### src/rtl/olis_pkg.sv
`default_nettype none
// ----------------------------------------------------------------------------
// olis_pkg: shared types and constants of the ordered list store
// Operation codes, result status codes, queue entry and result records.
// ----------------------------------------------------------------------------
package olis_pkg;

  localparam int unsigned DepthDefault = 16;
  localparam int unsigned KindW        = 3;
  localparam int unsigned ValW         = 32;
  localparam int unsigned PosW         = 7;
  localparam int unsigned QDepth       = 2;
  localparam int unsigned QPtrW        = $clog2(QDepth);
  localparam int unsigned QCntW        = $clog2(QDepth + 1);

  typedef enum logic [KindW-1:0] {
    OP_APPEND = 3'd0,
    OP_INSERT = 3'd1,
    OP_POP    = 3'd2,
    OP_REMOVE = 3'd3,
    OP_SEARCH = 3'd4,
    OP_READ   = 3'd5
  } op_e;

  typedef enum logic [2:0] {
    ST_OK       = 3'd0,
    ST_BADPOS   = 3'd1,
    ST_EMPTY    = 3'd2,
    ST_FULL     = 3'd3,
    ST_NOTFOUND = 3'd4
  } status_e;

  typedef struct packed {
    op_e                   op;
    logic signed [ValW-1:0] value;
    logic [PosW-1:0]       pos;
  } op_t;

  typedef struct packed {
    status_e               status;
    logic [PosW-1:0]       fpos;
    logic signed [ValW-1:0] value;
    logic [PosW-1:0]       count;
    logic                  last;
  } res_t;

endpackage
`default_nettype wire

### src/rtl/olis_front.sv
`default_nettype none
// ----------------------------------------------------------------------------
// olis_front: input stage of the ordered list store
// Accepts input beats, decodes the operation and drops unused kind codes.
// ----------------------------------------------------------------------------
module olis_front (
  input  wire logic                            clk_i,
  input  wire logic                            rst_ni,
  input  wire logic                            in_valid_i,
  output logic                                 in_ready_o,
  input  wire logic [olis_pkg::KindW-1:0]      kind_i,
  input  wire logic signed [olis_pkg::ValW-1:0] item_value_i,
  input  wire logic [olis_pkg::PosW-1:0]       position_i,
  output logic                                 q_valid_o,
  input  wire logic                            q_ready_i,
  output olis_pkg::op_t                        q_op_o
);

  logic          vld_q, vld_d;
  olis_pkg::op_t op_q, op_d;
  logic          accept;
  logic          kind_ok;

  assign in_ready_o = !vld_q || q_ready_i;
  assign accept     = in_valid_i && in_ready_o;
  assign kind_ok    = kind_i <= olis_pkg::KindW'(olis_pkg::OP_READ);

  always_comb begin
    vld_d = vld_q;
    op_d  = op_q;
    if (vld_q && q_ready_i) begin
      vld_d = 1'b0;
    end
    if (accept && kind_ok) begin
      vld_d       = 1'b1;
      op_d.op     = olis_pkg::op_e'(kind_i);
      op_d.value  = item_value_i;
      op_d.pos    = position_i;
    end
  end

  always_ff @(posedge clk_i or negedge rst_ni) begin
    if (!rst_ni) begin
      vld_q <= 1'b0;
    end else begin
      vld_q <= vld_d;
    end
  end

  always_ff @(posedge clk_i) begin
    op_q <= op_d;
  end

  assign q_valid_o = vld_q;
  assign q_op_o    = op_q;

endmodule
`default_nettype wire

### src/rtl/olis_queue.sv
`default_nettype none
// ----------------------------------------------------------------------------
// olis_queue: short operation queue between front and back end
// Two-entry FIFO of decoded operations.
// ----------------------------------------------------------------------------
module olis_queue (
  input  wire logic          clk_i,
  input  wire logic          rst_ni,
  input  wire logic          wr_valid_i,
  output logic               wr_ready_o,
  input  wire olis_pkg::op_t wr_op_i,
  output logic               rd_valid_o,
  input  wire logic          rd_ready_i,
  output olis_pkg::op_t      rd_op_o
);

  olis_pkg::op_t                  mem_q [olis_pkg::QDepth];
  logic [olis_pkg::QPtrW-1:0]     wr_ptr_q, rd_ptr_q;
  logic [olis_pkg::QCntW-1:0]     cnt_q, cnt_d;
  logic                           push, pop;

  assign wr_ready_o = cnt_q != olis_pkg::QCntW'(olis_pkg::QDepth);
  assign rd_valid_o = cnt_q != '0;
  assign push       = wr_valid_i && wr_ready_o;
  assign pop        = rd_valid_o && rd_ready_i;
  assign rd_op_o    = mem_q[rd_ptr_q];

  always_comb begin
    cnt_d = cnt_q;
    if (push && !pop) begin
      cnt_d = cnt_q + 1'b1;
    end else if (pop && !push) begin
      cnt_d = cnt_q - 1'b1;
    end
  end

  always_ff @(posedge clk_i or negedge rst_ni) begin
    if (!rst_ni) begin
      wr_ptr_q <= '0;
      rd_ptr_q <= '0;
      cnt_q    <= '0;
    end else begin
      cnt_q <= cnt_d;
      if (push) begin
        wr_ptr_q <= wr_ptr_q + 1'b1;
      end
      if (pop) begin
        rd_ptr_q <= rd_ptr_q + 1'b1;
      end
    end
  end

  always_ff @(posedge clk_i) begin
    if (push) begin
      mem_q[wr_ptr_q] <= wr_op_i;
    end
  end

endmodule
`default_nettype wire

### src/rtl/olis_back.sv
`default_nettype none
// ----------------------------------------------------------------------------
// olis_back: execution end of the ordered list store
// Holds the element shift line, executes operations and scans for results.
// ----------------------------------------------------------------------------
module olis_back #(
  parameter int unsigned DEPTH = olis_pkg::DepthDefault
) (
  input  wire logic          clk_i,
  input  wire logic          rst_ni,
  input  wire logic          q_valid_i,
  output logic               q_ready_o,
  input  wire olis_pkg::op_t q_op_i,
  output logic               out_valid_o,
  input  wire logic          out_ready_i,
  output olis_pkg::res_t     res_o
);

  localparam int unsigned CW = $clog2(DEPTH + 1);
  localparam int unsigned IW = $clog2(DEPTH);
  localparam logic StIdle = 1'b0;
  localparam logic StScan = 1'b1;

  logic signed [olis_pkg::ValW-1:0] store_q [DEPTH];
  logic signed [olis_pkg::ValW-1:0] store_d [DEPTH];
  logic signed [olis_pkg::ValW-1:0] prev_w  [DEPTH];
  logic signed [olis_pkg::ValW-1:0] next_w  [DEPTH];

  logic                  state_q, state_d;
  logic                  read_mode_q, read_mode_d;
  logic [CW-1:0]         count_q, count_d;
  logic [IW-1:0]         idx_q, idx_d;
  logic [DEPTH-1:0]      mask_q, mask_d, match_w;
  logic                  out_vld_q, out_vld_d;
  olis_pkg::res_t        res_q, res_d;

  logic                  slot_free, fire, full, empty, ins_ok, rem_ok;
  logic [olis_pkg::PosW-1:0] cnt7, pm1, ins_at, rem_at, idx_pos;
  logic [CW-1:0]         nm1;
  logic                  do_ins, do_rem, do_rot;
  logic                  emit;
  olis_pkg::status_e     emit_status;
  logic                  scan_last;

  genvar g;
  generate
    for (g = 0; g < DEPTH; g++) begin : g_nbr
      if (g == 0) begin : g_first
        assign prev_w[g] = store_q[0];
      end else begin : g_rest
        assign prev_w[g] = store_q[g-1];
      end
      if (g == DEPTH - 1) begin : g_lastn
        assign next_w[g] = store_q[0];
      end else begin : g_restn
        assign next_w[g] = store_q[g+1];
      end
      assign match_w[g] = (CW'(g) < count_q) && (store_q[g] == q_op_i.value);
    end
  endgenerate

  assign slot_free = !out_vld_q || out_ready_i;
  assign q_ready_o = (state_q == StIdle) && slot_free;
  assign fire      = q_valid_i && q_ready_o;
  assign full      = count_q == CW'(DEPTH);
  assign empty     = count_q == '0;
  assign cnt7      = olis_pkg::PosW'(count_q);
  assign pm1       = q_op_i.pos - 1'b1;
  assign ins_ok    = (q_op_i.pos != '0) && (q_op_i.pos <= cnt7 + 1'b1);
  assign rem_ok    = (q_op_i.pos != '0) && (q_op_i.pos <= cnt7);
  assign nm1       = count_q - 1'b1;
  assign idx_pos   = olis_pkg::PosW'(idx_q) + 1'b1;

  always_comb begin
    state_d     = state_q;
    read_mode_d = read_mode_q;
    count_d     = count_q;
    idx_d       = idx_q;
    mask_d      = mask_q;
    out_vld_d   = out_vld_q && !out_ready_i;
    res_d       = res_q;
    do_ins      = 1'b0;
    do_rem      = 1'b0;
    do_rot      = 1'b0;
    ins_at      = pm1;
    rem_at      = pm1;
    emit        = 1'b0;
    emit_status = olis_pkg::ST_OK;
    scan_last   = 1'b0;

    if (state_q == StIdle) begin
      if (fire) begin
        case (q_op_i.op)
          olis_pkg::OP_APPEND: begin
            emit = 1'b1;
            if (full) begin
              emit_status = olis_pkg::ST_FULL;
            end else begin
              do_ins  = 1'b1;
              ins_at  = cnt7;
              count_d = count_q + 1'b1;
            end
          end
          olis_pkg::OP_INSERT: begin
            emit = 1'b1;
            if (!ins_ok) begin
              emit_status = olis_pkg::ST_BADPOS;
            end else if (full) begin
              emit_status = olis_pkg::ST_FULL;
            end else begin
              do_ins  = 1'b1;
              count_d = count_q + 1'b1;
            end
          end
          olis_pkg::OP_POP: begin
            emit = 1'b1;
            if (empty) begin
              emit_status = olis_pkg::ST_EMPTY;
            end else begin
              count_d = count_q - 1'b1;
            end
          end
          olis_pkg::OP_REMOVE: begin
            emit = 1'b1;
            if (empty) begin
              emit_status = olis_pkg::ST_EMPTY;
            end else if (!rem_ok) begin
              emit_status = olis_pkg::ST_BADPOS;
            end else begin
              do_rem  = 1'b1;
              count_d = count_q - 1'b1;
            end
          end
          olis_pkg::OP_SEARCH: begin
            if (empty) begin
              emit        = 1'b1;
              emit_status = olis_pkg::ST_EMPTY;
            end else if (match_w == '0) begin
              emit        = 1'b1;
              emit_status = olis_pkg::ST_NOTFOUND;
            end else begin
              state_d     = StScan;
              read_mode_d = 1'b0;
              mask_d      = match_w;
              idx_d       = '0;
            end
          end
          olis_pkg::OP_READ: begin
            if (empty) begin
              emit        = 1'b1;
              emit_status = olis_pkg::ST_EMPTY;
            end else begin
              state_d     = StScan;
              read_mode_d = 1'b1;
              idx_d       = '0;
            end
          end
          default: begin
          end
        endcase
        if (emit) begin
          out_vld_d    = 1'b1;
          res_d.status = emit_status;
          res_d.fpos   = '0;
          res_d.value  = '0;
          res_d.count  = olis_pkg::PosW'(count_d);
          res_d.last   = 1'b1;
        end
      end
    end else begin
      if (read_mode_q) begin
        // rotate the live elements so the next one sits at the head
        if (slot_free) begin
          scan_last    = CW'(idx_q) == nm1;
          do_rot       = 1'b1;
          out_vld_d    = 1'b1;
          res_d.status = olis_pkg::ST_OK;
          res_d.fpos   = idx_pos;
          res_d.value  = store_q[0];
          res_d.count  = cnt7;
          res_d.last   = scan_last;
          idx_d        = idx_q + 1'b1;
          if (scan_last) begin
            state_d = StIdle;
          end
        end
      end else begin
        scan_last = mask_q[DEPTH-1:1] == '0;
        if (!mask_q[0]) begin
          mask_d = mask_q >> 1;
          idx_d  = idx_q + 1'b1;
        end else if (slot_free) begin
          out_vld_d    = 1'b1;
          res_d.status = olis_pkg::ST_OK;
          res_d.fpos   = idx_pos;
          res_d.value  = '0;
          res_d.count  = cnt7;
          res_d.last   = scan_last;
          mask_d       = mask_q >> 1;
          idx_d        = idx_q + 1'b1;
          if (scan_last) begin
            state_d = StIdle;
          end
        end
      end
    end
  end

  always_comb begin
    for (int i = 0; i < DEPTH; i++) begin
      store_d[i] = store_q[i];
      if (do_ins) begin
        if (i == int'(ins_at)) begin
          store_d[i] = q_op_i.value;
        end else if (i > int'(ins_at)) begin
          store_d[i] = prev_w[i];
        end
      end else if (do_rem) begin
        if (i >= int'(rem_at)) begin
          store_d[i] = next_w[i];
        end
      end else if (do_rot) begin
        if (i == int'(nm1)) begin
          store_d[i] = store_q[0];
        end else begin
          store_d[i] = next_w[i];
        end
      end
    end
  end

  always_ff @(posedge clk_i or negedge rst_ni) begin
    if (!rst_ni) begin
      state_q     <= StIdle;
      read_mode_q <= 1'b0;
      count_q     <= '0;
      idx_q       <= '0;
      mask_q      <= '0;
      out_vld_q   <= 1'b0;
    end else begin
      state_q     <= state_d;
      read_mode_q <= read_mode_d;
      count_q     <= count_d;
      idx_q       <= idx_d;
      mask_q      <= mask_d;
      out_vld_q   <= out_vld_d;
    end
  end

  always_ff @(posedge clk_i) begin
    res_q <= res_d;
    for (int i = 0; i < DEPTH; i++) begin
      store_q[i] <= store_d[i];
    end
  end

  assign out_valid_o = out_vld_q;
  assign res_o       = res_q;

  a_count_bound: assert property (@(posedge clk_i) disable iff (!rst_ni)
    count_q <= CW'(DEPTH))
    else $error("element count above capacity");

  a_scan_nonempty: assert property (@(posedge clk_i) disable iff (!rst_ni)
    (state_q == StScan) |-> (count_q != '0))
    else $error("scan running on an empty list");

  a_search_mask: assert property (@(posedge clk_i) disable iff (!rst_ni)
    (state_q == StScan && !read_mode_q) |-> (mask_q != '0))
    else $error("search scan with no pending match");

  a_scan_end: assert property (@(posedge clk_i) disable iff (!rst_ni)
    (state_q == StScan && slot_free && scan_last && (read_mode_q || mask_q[0]))
      |=> (state_q == StIdle && out_vld_q && res_q.last))
    else $error("scan did not close on its final beat");

  a_count_scan_stable: assert property (@(posedge clk_i) disable iff (!rst_ni)
    (state_q == StScan) |=> $stable(count_q))
    else $error("count changed during a scan");

endmodule
`default_nettype wire

### src/rtl/ordered_list_insert_delete_search.sv
`default_nettype none
// An input beat passes the front register and the queue to the back end, whose result
// register drives the output; search and read-all first enter a scan state, where a
// search steps over each slot holding no match. Throughput, with no output stall: one
// item per cycle for append, insert and remove; read-all and search hold the back end
// until their last result beat is issued. Reset clears the element count, the queue and all
// handshake state; element contents stay undefined until written.
// ----------------------------------------------------------------------------
// ordered_list_insert_delete_search: ordered list store
// Front stage decodes operations into a short queue; the back end executes them
// on a shift line of elements and returns one or more result beats per operation it executes.
// ----------------------------------------------------------------------------
module ordered_list_insert_delete_search #(
  parameter int unsigned DEPTH = olis_pkg::DepthDefault
) (
  input  wire logic                              clk_i,
  input  wire logic                              rst_ni,
  input  wire logic                              in_valid_i,
  output logic                                   in_ready_o,
  input  wire logic [olis_pkg::KindW-1:0]        kind_i,
  input  wire logic signed [olis_pkg::ValW-1:0]  item_value_i,
  input  wire logic [olis_pkg::PosW-1:0]         position_i,
  output logic                                   out_valid_o,
  input  wire logic                              out_ready_i,
  output logic [2:0]                             status_o,
  output logic [olis_pkg::PosW-1:0]              found_position_o,
  output logic signed [olis_pkg::ValW-1:0]       element_value_o,
  output logic [olis_pkg::PosW-1:0]              element_count_o,
  output logic                                   last_result_o
);

  logic           fq_valid, fq_ready;
  olis_pkg::op_t  fq_op;
  logic           qb_valid, qb_ready;
  olis_pkg::op_t  qb_op;
  olis_pkg::res_t res;

  olis_front u_front (
    .clk_i        (clk_i),
    .rst_ni       (rst_ni),
    .in_valid_i   (in_valid_i),
    .in_ready_o   (in_ready_o),
    .kind_i       (kind_i),
    .item_value_i (item_value_i),
    .position_i   (position_i),
    .q_valid_o    (fq_valid),
    .q_ready_i    (fq_ready),
    .q_op_o       (fq_op)
  );

  olis_queue u_queue (
    .clk_i      (clk_i),
    .rst_ni     (rst_ni),
    .wr_valid_i (fq_valid),
    .wr_ready_o (fq_ready),
    .wr_op_i    (fq_op),
    .rd_valid_o (qb_valid),
    .rd_ready_i (qb_ready),
    .rd_op_o    (qb_op)
  );

  olis_back #(
    .DEPTH (DEPTH)
  ) u_back (
    .clk_i       (clk_i),
    .rst_ni      (rst_ni),
    .q_valid_i   (qb_valid),
    .q_ready_o   (qb_ready),
    .q_op_i      (qb_op),
    .out_valid_o (out_valid_o),
    .out_ready_i (out_ready_i),
    .res_o       (res)
  );

  assign status_o         = res.status;
  assign found_position_o = res.fpos;
  assign element_value_o  = res.value;
  assign element_count_o  = res.count;
  assign last_result_o    = res.last;

endmodule
`default_nettype wire

### config.mk
export PLATFORM = sky130hd
export DESIGN_NAME = ordered_list_insert_delete_search
export DESIGN_NICKNAME = d
export VERILOG_FILES = /design/src/rtl/olis_pkg.sv /design/src/rtl/olis_front.sv /design/src/rtl/olis_queue.sv /design/src/rtl/olis_back.sv /design/src/rtl/ordered_list_insert_delete_search.sv
export SDC_FILE = /design/constraint.sdc
export NUM_CORES = 2
export LEC_CHECK = 0
export BUFFER_PORTS_ARGS = -buffer_cell sky130_fd_sc_hd__buf_2
export CAP_MARGIN = 10
export CORE_ASPECT_RATIO = 2
export CORE_MARGIN = 10
export CORE_UTILIZATION = 50
export CTS_CLUSTER_SIZE = 24
export DETAILED_ROUTE_END_ITERATION = 7
export PLACE_DENSITY = 0.68
export SYNTH_ARGS = -nofsm -noshare
export SYNTH_HDL_FRONTEND = slang
export SYNTH_SLANG_ARGS = --single-unit
### constraint.sdc
create_clock -name clk_i -period 7.8 [get_ports clk_i]
set_input_delay 1.17 -clock clk_i [delete_from_list [all_inputs] [get_ports clk_i]]
set_output_delay 1.17 -clock clk_i [all_outputs]
set_load 0.02 [all_outputs]
# Yosys cells after proc, flatten, opt, wreduce, memory -nomap -nowiden
# Memory sizes are Yosys's and may differ from the RTL's.
# Cells that the tools add are included.
[word_totals]
ff_bits = 125
ram_bits = 596
n_memories = 2
[classes]
addsub = 10
order_cmp = 50
n_eq_ne = 65
muxes = 199
n_bitwise = 1
reduce_logical = 56
[memory_table]
columns = ["memory", "words", "word_bits", "rd", "rd_clocked_by_memory_dff", "write_ports", "line", "text"]
rows = [
  ["u_back.store_q", 16, 32, 16, 0, 16, "olis_back.sv:24", "logic signed [olis_pkg::ValW-1:0] store_q [DEPTH];"],
  ["u_queue.mem_q", 2, 42, 1, 0, 1, "olis_queue.sv:17", "olis_pkg::op_t mem_q [olis_pkg::QDepth];"],
]
[ops]
columns = ["op", "count"]
rows = [
  ["32-bit 2-to-1 mux", 110],
  ["32-bit equality test", 16],
  ["50-bit 2-to-1 mux", 7],
  ["16-bit 2-to-1 mux", 8],
  ["5-bit by 7-bit equality test with 1-bit output (first input constant)", 8],
  ["4-bit by 7-bit greater-or-equal comparator with 1-bit output (first input constant)", 8],
  ["4-bit by 7-bit greater-than comparator with 1-bit output (first input constant)", 8],
  ["1-bit 2-to-1 mux", 42],
  ["4-bit by 5-bit < comparator with 1-bit output (first input constant)", 8],
  ["5-bit equality test (first input constant)", 7],
  ["4-bit 2-to-1 mux", 8],
  ["4-bit by 7-bit equality test with 1-bit output (first input constant)", 4],
  ["3-bit by 7-bit greater-or-equal comparator with 1-bit output (first input constant)", 4],
  ["3-bit by 7-bit greater-than comparator with 1-bit output (first input constant)", 4],
  ["7-bit 2-to-1 mux", 4],
  ["1-bit logical AND", 26],
  ["5-bit 2-to-1 mux", 5],
  ["4-bit by 5-bit equality test with 1-bit output (first input constant)", 4],
  ["3-bit by 5-bit < comparator with 1-bit output (first input constant)", 4],
  ["5-bit case mux with 4 select lines", 1],
  ["16-bit logical NOT", 1],
  ["15-bit logical NOT", 1],
  ["3-bit case mux with 5 select lines", 1],
  ["5-bit AND reduction", 3],
  ["other kinds (49)", 89],
]

# Longest topological paths before layout
# An unclocked memory read counts as a cell.
[depth]
word_depth = 12
depth_mapped = 22
ltp_nobuf = 14

# Cells and area by module
# From an unflattened synthesis, not the netlist that was laid out.
[unflattened]
hier_cells = 4450
area_unflattened_um2 = 48024.8
[modules_own_cells]
columns = ["module", "n_inst", "cells_each", "area_each_um2", "seq_area_each_um2"]
rows = [
  ["olis_back", 1, 4254, 43276.5, 17456.7],
  ["olis_queue", 1, 149, 3427.0, 2622.5],
  ["olis_front", 1, 47, 1321.3, 1286.2],
]

# Least setup slack after synthesis
# No wires, ideal clock.
[synth_path]
path_type = "register -> register"
from = "reg u_queue.rd_ptr_q (netlist name)"
to = "mem u_back.store_q[0][0] (netlist name), enable pin"
setup_time_ps = 387
t_arrival_ps = 7552
t_required_ps = 7413
path_slack_ps = -139
stages_incl_launch_ff = 20
cell_sequence = "dfrtp_1 buf_6 buf_8 buf_12 buf_6 buf_4 buf_1 mux2i_1 inv_1 ha_1 nor2b_1 o21a_1 o21a_1 o21a_1 o22a_1 nor4_4 clkbuf_1 nor3_1 a211oi_1 o211a_1"
[synth_lines]
columns = ["element", "line"]
rows = [
  ["end, declared", "olis_back.sv:24"],
]

# Final worst setup path
[layout_path]
from = "reg u_queue.rd_ptr_q"
to = "reg u_back.mask_q[1]"
[layout_via]
elab_chain_len = 8
elab_cells_between_ends = 43
[layout_lines]
columns = ["element", "line", "text"]
rows = [
  ["start, declared", "olis_queue.sv:18", "logic [olis_pkg::QPtrW-1:0] wr_ptr_q, rd_ptr_q;"],
  ["start signal, assigned", "olis_queue.sv:48", "rd_ptr_q <= rd_ptr_q + 1'b1;"],
  ["memory 2 x 42 bit *", "-", ""],
  ["parallel branches: the longest is 7 deep, another holds 32-bit equality test", "-", ""],
  ["end signal, assigned", "olis_back.sv:245", "mask_q <= mask_d;"],
  ["end, declared", "olis_back.sv:33", "logic [DEPTH-1:0] mask_q, mask_d, match_w;"],
]
# Every way passes the cells marked *. The select of a mux whose other input is x is not followed.
# A chain may end at the register's enable or synchronous reset.

==> summary.md <==
| Metric | Value |
|---|---|
| Gate power share | 26.5% |
| Sw Ratio | between 30% and 40% |
| Reg2Reg Setup Slack | ~1.9 ns |
| Top cells by area, synth | edfxtp_1 45%, mux2i_1 11%, xnor2_1 10% |
| Number of max-cap violations | 1 |
| Setup tns final | 0 ns |
| Post-synth top cells | 684 x edfxtp_1, 530 x xnor2_1, 495 x mux2i_1 |
| F_max | about 170 MHz |
| Setup-failing EPs final | 0 |
| Top FF cell, synth | edfxtp_1 |
| Post-synth ARST share | 4.60% |
| Gate Count Post-Synth | between 4000 and 5000 |
| Full die area | 0.105 sq mm |
| Crit path capture type | flop |
| PD cells | between 200 and 250 mW/mm^2 |
| First-pass GRT wire length | 278000 um |
| Hold Crit Class | reg2reg |
| Post-synth EDFFs | 684 |
| Drt via density | 6.93 |
| Area of the multi-input gates | 0.0228 sq mm |
| Initial Util | 50.3% |
| Post-synth cell types | 87 |
| Clk pin slew, worst setup/hold paths | 0.06 ns |
| Largest net degree at the start of global routing | about 170 |
| Syn Std Cell Area | roughly 0.046 sq mm |
| DRC Markers | 0 |
| Vias | 37200 |
| Fillcell total | 8006 |
| Die Span Y | 449 um |
| FF-to-FF path depth | 12 |
| Final ANT Viol Nets | 0 |
| Mean post-synth cell area | 10.8 sq um |
| Post-cts repair resize count | 0 |
| Pint | 7.56 mW |
| Total GRT Usage | 37.7% |
| #FFs+latches synth | just over 700 |
| 1st-iter DRT viols | 5467 |
| DR pass1 iterations | 6 |
| Storage cell area | 0.0214 sq mm |
| Share of cells above drive strength 1 | 11.5% |
| Final Wtd Congestion | 1.08 |
| Core Rows | ~160 |
| Wire per inst | 37.6 um |
| Antenna violations before repair | 7 |
| Bufs on Longest Clock Path | 3 |
| Top cell type's share of synthesized area | 44.7% |
| Die W | between 200 and 250 um |
| Leakage | 16.6 nW |
| H-Tree Level Count | 3 |
| Clock sink count | 717 |
| Post-CTS setup buffers | 0 |
| Slew at the pin with the worst max-slew slack | 1.52 ns |
| Synthesis Warnings | 0 |
| Area leader, netlist | edfxtp_1 |
| RSZ-0062 raised after global routing | no |
| Crit path arrival time | 6.52 ns |
| Clock power share | 31.2% |
| Worst slew margin | -1.99% |
| Slew Viols, Final | 2 |
| CTS Root Buffer Type | clkbuf_16 |
| Vias in the first global route | 35200 |
| CTS tree | yes |
| Total grt overflow | 0 |
| Worst hold slack | 0.445 ns |
| Hold path depth | 0 |
| HPWL after detailed placement | 141000 um |
| Clock latency on the worst-skew pair | 0.69 ns |
| Crit path time final | 5.91 ns |
| CTS Hold Bufs | 0 |
| Failing checks | max-capacitance violations, max-slew violations |
| Outcome | complete, but fails checks |
| Tcrit/Tclk final | roughly 76% |
| Post-synthesis sequential area ratio | 46.5% |
| WP data required | 8.41 ns |
| Critical path type | reg2reg |
| Max Clock Skew | 0.0258 ns |
| Core area | 0.0913 sq mm |
| Worst Path Max Fanout | 39 |
| Io pins | around 100 |
| Layout area overhead | 7.98% |
| Num CTS Buffers | 69 |
| NetSw | approximately 4.3 mW |
| Post-layout util | 54.3% |
| Max IR drop VDD | 0.000198 V |
| Hold Fails Final Rpt | 0 |
| Nets | between 4000 and 5000 |
| CP Launch Type | flop |
| Most frequent cell after synthesis | edfxtp_1 |
| Part of the power in registers | 42.4% |
| Final wirelength | 202000 um |
| Port buffer count | 93 |
==> final cells by class <==
type,instances,area share [%]
clock inverter,39,0.949
timing repair buffer,219,3.00
multi-input combinational,3094,46.0
sequential,717,43.1
antenna,4,0.0202
inverter,20,0.151
clock buffer,88,3.80
tap,1192,3.01
==> cells by family after synthesis <==
| group | synth area share, % |
|---|---|
| AO/OA/AOI/OAI | 12.7 |
| XOR/XNOR | 10.4 |
| adder cells (fa/ha/maj) | 0.599 |
| buffers and inverters | 4.57 |
| flip-flops | 46.5 |
| multiplexers | 13.3 |
| other | 0.00817 |
| AND/OR/NAND/NOR | 11.9 |
==> per-layer routing <==
layer  vias up  track usage (%)  share of wire (%)
li1      15700                -                  -
met1     18100             39.5                 31
met2      2679             61.4                 47
met3       776             9.20                9.8
met4         6             34.0                 12
met5         -                0              0.019
==> power by group through the flow <==
stage / registers (mW) / clock network [mW] / logic (mW)
2_1_floorplan: 4.93 / 0 / 1.69
3_3_place_gp: 5.07 / 0 / 2.83
3_5_place_dp: 5.08 / 0 / 2.84
4_1_cts: 5.00 / 3.69 / 2.85
5_1_grt: 5.03 / 3.81 / 3.16
6_report: 5.02 / 3.69 / 3.13
==> flip-flops by register name, indices dropped and copies added (netlist names), 2 cells and up <==
name	flops
u_front.q_op_o	42
u_queue.cnt_q	2
u_back.mask_q	16
u_queue.mem_q	84
u_back.idx_q	4
u_back.res_o	46
u_back.count_q	5
u_back.store_q	512
==> placed cells by master (no fill, tap or decap), types with 29 or more instances in the layout <==
cell type,n
and3_1,34
o211ai_1,133
o21ai_0,243
nand3_1,29
a31oi_1,36
buf_4,118
nand4_1,38
edfxtp_1,684
nor2_1,250
a21oi_1,75
a221oi_1,160
xnor2_1,530
mux2i_4,36
nor4_1,129
clkbuf_16,72
nor3_1,179
mux2_2,36
dfrtp_1,32
mux2i_1,494
nand2_1,372
buf_2,94
a211oi_1,64
a221o_1,32
==> critical path, cell delays in order (launching register included) <==
cell and delay [ns]:
dfrtp_4 0.98, buf_4 0.42, mux2i_4 0.87, buf_4 0.43, xnor2_1 0.11, nor3_1 0.69, nand3_1 0.15, nor4_1 0.55
nor4_1 0.15, nand4_2 0.20, nand3_4 0.23, a21oi_2 0.72, a2bb2oi_1 0.20
==> worst paths after layout <==
check,to,start
min in group asynchronous,u_back.count_q[4],rst_ni
worst max register to register,u_back.mask_q[1],u_queue.rd_ptr_q
max in group asynchronous,u_queue.rd_ptr_q,rst_ni
worst min-delay path,u_queue.mem_q[1][39],u_front.q_op_o[39]
worst min register to register,u_queue.mem_q[1][39],u_front.q_op_o[39]
worst max-delay path,u_back.mask_q[1],u_queue.rd_ptr_q
==> metrics by stage <==
step           setup slack [ns]  total power [mW]  instances  area (sq um)
2_1_floorplan             0.691              6.63       4245         45900
3_3_place_gp               2.24              7.89       5240         47200
3_5_place_dp               2.15              7.92       5240         47200
4_1_cts                    2.11              11.5       5367         49600
5_1_grt                    1.75              12.0       5370         49600
6_report                   1.89              11.8       5373         49600
(Power assumes the default switching activity.)
